`config.mk`:
```
export PLATFORM = sky130hd
export DESIGN_NAME = lcp_ram
export DESIGN_NICKNAME = d
export VERILOG_FILES = /design/src/lcp_ram.sv
export SDC_FILE = /design/constraint.sdc
export NUM_CORES = 1
export LEC_CHECK = 0
export BUFFER_PORTS_ARGS = -buffer_cell sky130_fd_sc_hd__buf_4
export CAP_MARGIN = 40
export CORE_ASPECT_RATIO = 2
export CORE_MARGIN = 1.5
export CORE_UTILIZATION = 60
export CTS_CLUSTER_SIZE = 8
export DETAILED_ROUTE_END_ITERATION = 7
export PLACE_DENSITY = 0.78
export SLEW_MARGIN = 20
export SYNTH_ARGS = -nofsm -noshare
export SYNTH_HDL_FRONTEND = slang
export SYNTH_SLANG_ARGS = --single-unit
export TNS_END_PERCENT = 5
```
`constraint.sdc`:
```
create_clock -name clk -period 2.25 [get_ports clk]
set_clock_uncertainty 0.05 [all_clocks]
set_input_delay 0.1125 -clock clk [delete_from_list [all_inputs] [get_ports clk]]
set_output_delay 0.1125 -clock clk [all_outputs]
set_load 0.05 [all_outputs]
```
`src/lcp_ram.sv`:
```
// lcp_ram: generic single write port, single read port ram with registered read
// no dependencies
module lcp_ram #(
  parameter int WIDTH = 8,
  parameter int DEPTH = 16
) (
  input  logic                                   clk,
  input  logic                                   wr_en,
  input  logic [(DEPTH > 1 ? $clog2(DEPTH) : 1)-1:0] waddr,
  input  logic [WIDTH-1:0]                       wdata,
  input  logic                                   rd_en,
  input  logic [(DEPTH > 1 ? $clog2(DEPTH) : 1)-1:0] raddr,
  output logic [WIDTH-1:0]                       rdata
);
  logic [WIDTH-1:0] mem [DEPTH];

  // write port
  always_ff @(posedge clk) begin
    if (wr_en) begin
      mem[waddr] <= wdata;
    end
  end

  // registered read port, holds when not reading
  always_ff @(posedge clk) begin
    if (rd_en) begin
      rdata <= mem[raddr];
    end
  end
endmodule

```
# After elaboration in Yosys (flattened, before gate mapping)
# Memories as Yosys holds them, arrays and structs flattened. A register that Yosys moved wholly into a read port is not among the register bits.
# Index checks and enable logic that the tools add are counted.
dict set report totals {
  register_bits 0
  ramBits 128
  out_inout_bits 8
  word_cells 3
  mem_count 1
}
# name depth width rd rd_clocked_by_memory_dff wr line_no
set mem_list {}
lappend mem_list {mem 16 8 1 1 1 15} ;# logic [WIDTH-1:0] mem [DEPTH];
dict set report op_classes {
  mux 2
}
# operator n
set ops {}
lappend ops {{$mux W1} 2}

# Logic depth before layout (Yosys ltp)
# Gate-level depths: netlist of run 1.
dict set report logic_depth {
  word_depth 2
  depth_mapped 5
  depth_no_buf 3
}

# Worst setup path after synthesis of run 1
# No wires, ideal clock.
dict set report synth_timing {
  kind {input-to-reg}
  start {in waddr[2] in the netlist's numbering}
  end {mem mem[0][0], enable pin}
  setup_ps 383
  t_arrival_ps 1222
  required_time_ps 1817
  slack_ps 595
  stages 2
  n_path_buf 0
  path_cell_list {or3b_2 > nor3_1}
}
# item line_no
set synth_rtl {}
lappend synth_rtl {{start, declared} 9} ;# input logic [(DEPTH > 1 ? $clog2(DEPTH) : 1)-1:0] waddr,
lappend synth_rtl {{end, declared} 15}
# Straight into the memory's write port.

==> results of run 1 <==
[power by group through the flow]
stage	clock, mW	combinational, mW	sequential [mW]
floorplan	0	0.144	2.96
global placement	0	0.297	2.92
detailed placement	0	0.305	2.92
CTS	2.97	0.322	2.87
global route	3.06	0.340	2.87
finish	2.95	0.318	2.87
[cell families after synthesis]
family          count (synthesis)  share of synthesized area [%]
buf+inv                        10                           1.65
flops                         136                           78.1
mux                            32                           14.8
compound gates                 16                           2.30
simple gates                   35                           3.14
[metrics by stage]
step | utilization, % | instances | cell area (um^2) | hold WS (ns)
final | 74.2 | 403 | 6320 | 0.170
after global routing | 74.2 | 403 | 6320 | 0.181
after CTS | 74.2 | 403 | 6320 | 0.160
after detailed placement | 65.7 | 362 | 5600 | 0.362
after global placement | 65.7 | 362 | 5600 | 0.350
after floorplan | - | 229 | 5230 | 0.161
[worst reg2reg max path, delay by kind of cell, from the launching register on]
family           cells  cell delay (ns)
AO/OA/AOI/OAI        1             0.28
AND/OR/NAND/NOR      1             0.08
flip-flops           1             0.38
multiplexers         1             0.50
[state kept, by name, indices dropped and copies added, names as in the netlist]
register,count
mem,128
rdata,8
[synthesized netlist by cell type, types with 2 or more instances]
master           count  area [um^2]
mux4_2              18          405
nor3_1               4         20.0
mux4_1              14          368
a22oi_1             16          120
buf_2                3         15.0
nand2b_1             2         12.5
clkdlybuf4s25_2      3         30.0
edfxtp_1           136         4080
buf_6                3         33.8
nor2_1              13         48.8
nand3b_1             2         15.0
nand2_1              9         33.8
[metal layers]
layer / vias to the layer above / track usage, % / part of all wire (%)
met2: 91 / 40.2 / 59
met5: - / 0 / 0
li1: 1104 / - / -
met1: 1261 / 24.6 / 35
met4: 0 / 8.71 / 1.7
met3: 12 / 5.90 / 4.3
[final cells by class]
cell class,instances,area (um^2)
clock buffer,18,429
clock inverter,14,204
fill,493,2200
multi-input combinational,83,1060
sequential,136,4080
tap,100,125
timing repair buffer,52,425
[final timing paths]
| check | from | slack (ns) | end |
|---|---|---|---|
| setup / recovery | mem[3][2] | 0.71 | rdata[2] |
| hold / removal | waddr[3] | 0.17 | mem[1][7] |
| setup reg to reg | mem[3][2] | 0.71 | rdata[2] |
| hold reg to reg | mem[13][5] | 0.71 | rdata[5] |
==> flow_summary.ini, run 1 <==
[placement]
dpl_worst_slack_ns = 0.537
dp_hpwl_mm = 6.18
portBuffers = 26
place_congestion = 0.767

[sta]
period_share_pct = 68.3
slew_violations = 0
worst_slew_pin_slew_ns = 0.740
period_needed_ns = 1.54
tns_ns = 0
hold_viol = 0
setup_violations = 0
finalWorstSetupSlack_ns = 0.714
slew_headroom_pct = 50.5
fmax_mhz = 651
rsz0062_at_grt = false

[die]
die_h_um = 135
fp.dieW_um = 69
rows = 48
io_pins = 27
initial_core_util_pct = 61.3
die-area_um2 = 9320
core_um2 = 8530

[critical_path]
cp_cell_sequence = mux4_1 -> a22oi_1 -> nand2_1
reg2reg_depth = 3
cpLargestDelayFamily = multiplexers
worstSetupPathType = reg2reg
startpoint_type = register
cp-end-kind = register
crit_slowest_cell = mux4_1
crit_required_ns = 2.36
worstPathArrival_ns = 1.65
worstSetupPathDepth = 3
crit_fanout = 1
crit_path_max_incr_delay_ns = 0.50
worst-path-buf-inv = 0

[cells_and_area]
nets = 309
final_layout_size_suffix_gt1_share_pct = 30.4
layout_commonest_cell = edfxtp_1
area_growth_pct = 21.0
num_antenna_cells = 0
layout_common_cells = edfxtp_1 (136), buf_4 (42), mux4_2 (18)

[power]
power.leakage_nw = 2.18
switching_power_mw = 1.19
seqPwrFrac_pct = 46.8
vdd.ir_drop.worst_mv = 1.02
p_int_mw = 4.94
comb_power_share_pct = 5.2
p_sw_share_pct = 19.4
fin_total_pwr_mw = 6.14
clock_power_share_pct = 48.0
power.density_nw_per_um2 = 970

[clocking]
path_clk_slew_ns = 0.06
cts-root-buf = clkbuf_16
cts_hold_buffers = 9
post-cts-setup-buffers = 0
clk_latency_ns = 0.41
cts_tree = yes
htree_levels = 4
post_cts_resize_count = 0
clock_path_buffers = 2
numCtsBuffers = 17
cts.sinks = 136

[synth]
synth_area_per_cell_um2 = 22.8
async_flop_share_pct = 0
ys_types = 18
synth-seq-cells = 136
synth_edf_count = 136
ys.flop_type = edfxtp_1
synth_fp_nets = 248
synthCells = 229
ys_seq_area_share_pct = 78.1
syn_area_um2 = 5230
ys_warn_count = 0

[detailed_routing]
vias = 2468
finalWirelength_mm = 9.55
drcViolationCount = 0
wire_per_inst_um = 23.7
firstDrtPassIters = 4
drt_iter0_drc = 212
via_per_inst = 6.12
ant_nets = 0

[global_routing]
globalRouteOverflowTotal = 0
grt_pass1_vias = 2679
grt_start_max_net_pins = 33
antenna_found_initial = 0
grt_use_total_pct = 22.2
grt_first_pass_wirelength_mm = 14.7

[hold_path]
hold_class = in2reg
worstHoldPathCells = 3

[status]
outcome = completed

[run]
maxCapViolCount = 0
(Power assumes the default switching activity.)
==> run 2, diff against run 1 <==
clock period = 1.45 ns   (was 2.25 ns; I/O delays follow)
==> flow_summary.ini, run 2 (synthesized netlist as in run 1, its figures left out) <==
[power]
power.density_nw_per_um2 = 1440
vdd.ir_drop.worst_mv = 1.32
switching_power_mw = 1.91
power.leakage_nw = 2.18
comb_power_share_pct = 6.0
p_int_mw = 7.38
clock_power_share_pct = 46.0
p_sw_share_pct = 20.6
seqPwrFrac_pct = 48.0

[global_routing]
antenna_found_initial = 0
globalRouteOverflowTotal = 0
grt_use_total_pct = 24.0
grt_first_pass_wirelength_mm = 15.6
grt_start_max_net_pins = 19
grt_pass1_vias = 2783

[cells_and_area]
instances_no_fill = 414
final_core_util_pct = 75.5
fin_area_um2 = 6440
nets = 320
area_growth_pct = 23.2
layout_commonest_cell = edfxtp_1
layout_common_cells = edfxtp_1 (136), buf_4 (49), mux4_2 (30)
num_antenna_cells = 0
largest_reg_flops = 128
final_layout_size_suffix_gt1_share_pct = 40.8
top_register = mem
top_regs = mem (128), rdata (8)

[sta]
fmax_mhz = 674
finalWorstSetupSlack_ns = -0.0333
period_share_pct = 102
hold_viol = 0
slew_headroom_pct = 64.9
rsz0062_at_grt = true
worst_slew_pin_slew_ns = 0.527
setup_violations = 4
period_needed_ns = 1.48
slew_violations = 0

[clocking]
cts_tree = yes
post-cts-setup-buffers = 0
path_clk_slew_ns = 0.06
clk_latency_ns = 0.41
cts-root-buf = clkbuf_16
htree_levels = 4
cts.sinks = 136
clock_path_buffers = 2
numCtsBuffers = 17

[run]
maxCapViolCount = 0

[critical_path]
crit_fanout = 1
crit_path_max_incr_delay_ns = 0.48
cp-end-kind = register
worstSetupPathType = reg2reg
worst-path-buf-inv = 0
crit_slowest_cell = mux4_2
startpoint_type = register
crit_required_ns = 1.56
worstPathArrival_ns = 1.60
cp_cell_sequence = mux4_2 -> a22oi_1 -> nand2_1
cpLargestDelayFamily = multiplexers

[die]
initial_core_util_pct = 61.3
die-area_um2 = 9320
rows = 48
io_pins = 27
fp.dieW_um = 69
die_h_um = 135
core_um2 = 8530

[status]
failed_checks = negative setup slack
outcome = complete, but fails checks

[placement]
dpl-instance-area_um2 = 5740
place_congestion = 0.793
dpl_worst_slack_ns = -0.188
portBuffers = 26
dp_cells = 373
dp_hpwl_mm = 6.74

[detailed_routing]
vias = 2536
drt_iter0_drc = 227
finalWirelength_mm = 10.1
drcViolationCount = 0
ant_nets = 0
via_per_inst = 6.13
wire_per_inst_um = 24.4
firstDrtPassIters = 5

[hold_path]
hold_class = in2reg
run 2: changes by cell type in the layout (fill, tap and decap cells not counted), sizes merged:
cell,change
clkinvlp,+3
bufinv,-2
clkbuf,-1
buf,+11
run 2: per-layer routing:
metal / wire (um) / share of wire [%] / GRT usage (%)
met3: 398 / 3.9 / 6.64
met4: 180 / 1.8 / 9.37
met1: 3400 / 34 / 25.2
met2: 6120 / 61 / 44.8
met5: 0 / 0 / 0
run 2: worst register-to-register path, cell delays in order (launching register included):
cell	delay [ns]
edfxtp_1	0.40
mux4_2	0.49
a22oi_1	0.21
nand2_1	0.09
run 2: per-stage QoR:
| step | hold slack (ns) | power [mW] | TNS (ns) |
|---|---|---|---|
| floorplan | 0.121 | 4.82 | 0 |
| global placement | 0.309 | 5.03 | -0.566 |
| detailed placement | 0.324 | 5.05 | -0.915 |
| CTS | 0.115 | 9.34 | -0.0928 |
| global route | 0.124 | 9.55 | -0.212 |
| finish | 0.124 | 9.30 | -0.0631 |
run 2: final cells by class:
class | instances | area (um^2)
Sequential cell | 136 | 4080
Tap cell | 100 | 125
Clock inverter | 15 | 178
Multi-Input combinational cell | 83 | 1070
Fill cell | 492 | 2090
Timing Repair Buffer | 63 | 558
Clock buffer | 17 | 425
run 2: worst paths after layout:
path,cells past startpoint,end,from,slack (ns)
worst max-delay path,3,rdata[5],mem[3][5],-0.03
worst min-delay path,3,mem[0][2],waddr[0],0.12
worst max register to register,3,rdata[5],mem[3][5],-0.03
worst min register to register,3,rdata[1],mem[14][1],0.71
run 2: repair_timing:
action / 4_1_cts / 5_1_grt
hold buffers: 9 / 0
endpoints found under the setup margin: 8 / 8
cloned: 0 / 0
pin swaps: 4 / 4
resized for setup: 15 / 8
hold endpoints to repair: 136 / 0
run 2: power by group through the flow:
stage	registers (mW)	clock network [mW]	logic [mW]
2_1_floorplan	4.60	0	0.224
3_3_place_gp	4.53	0	0.495
3_5_place_dp	4.54	0	0.512
4_1_cts	4.46	4.32	0.557
5_1_grt	4.46	4.49	0.599
6_report	4.46	4.27	0.562
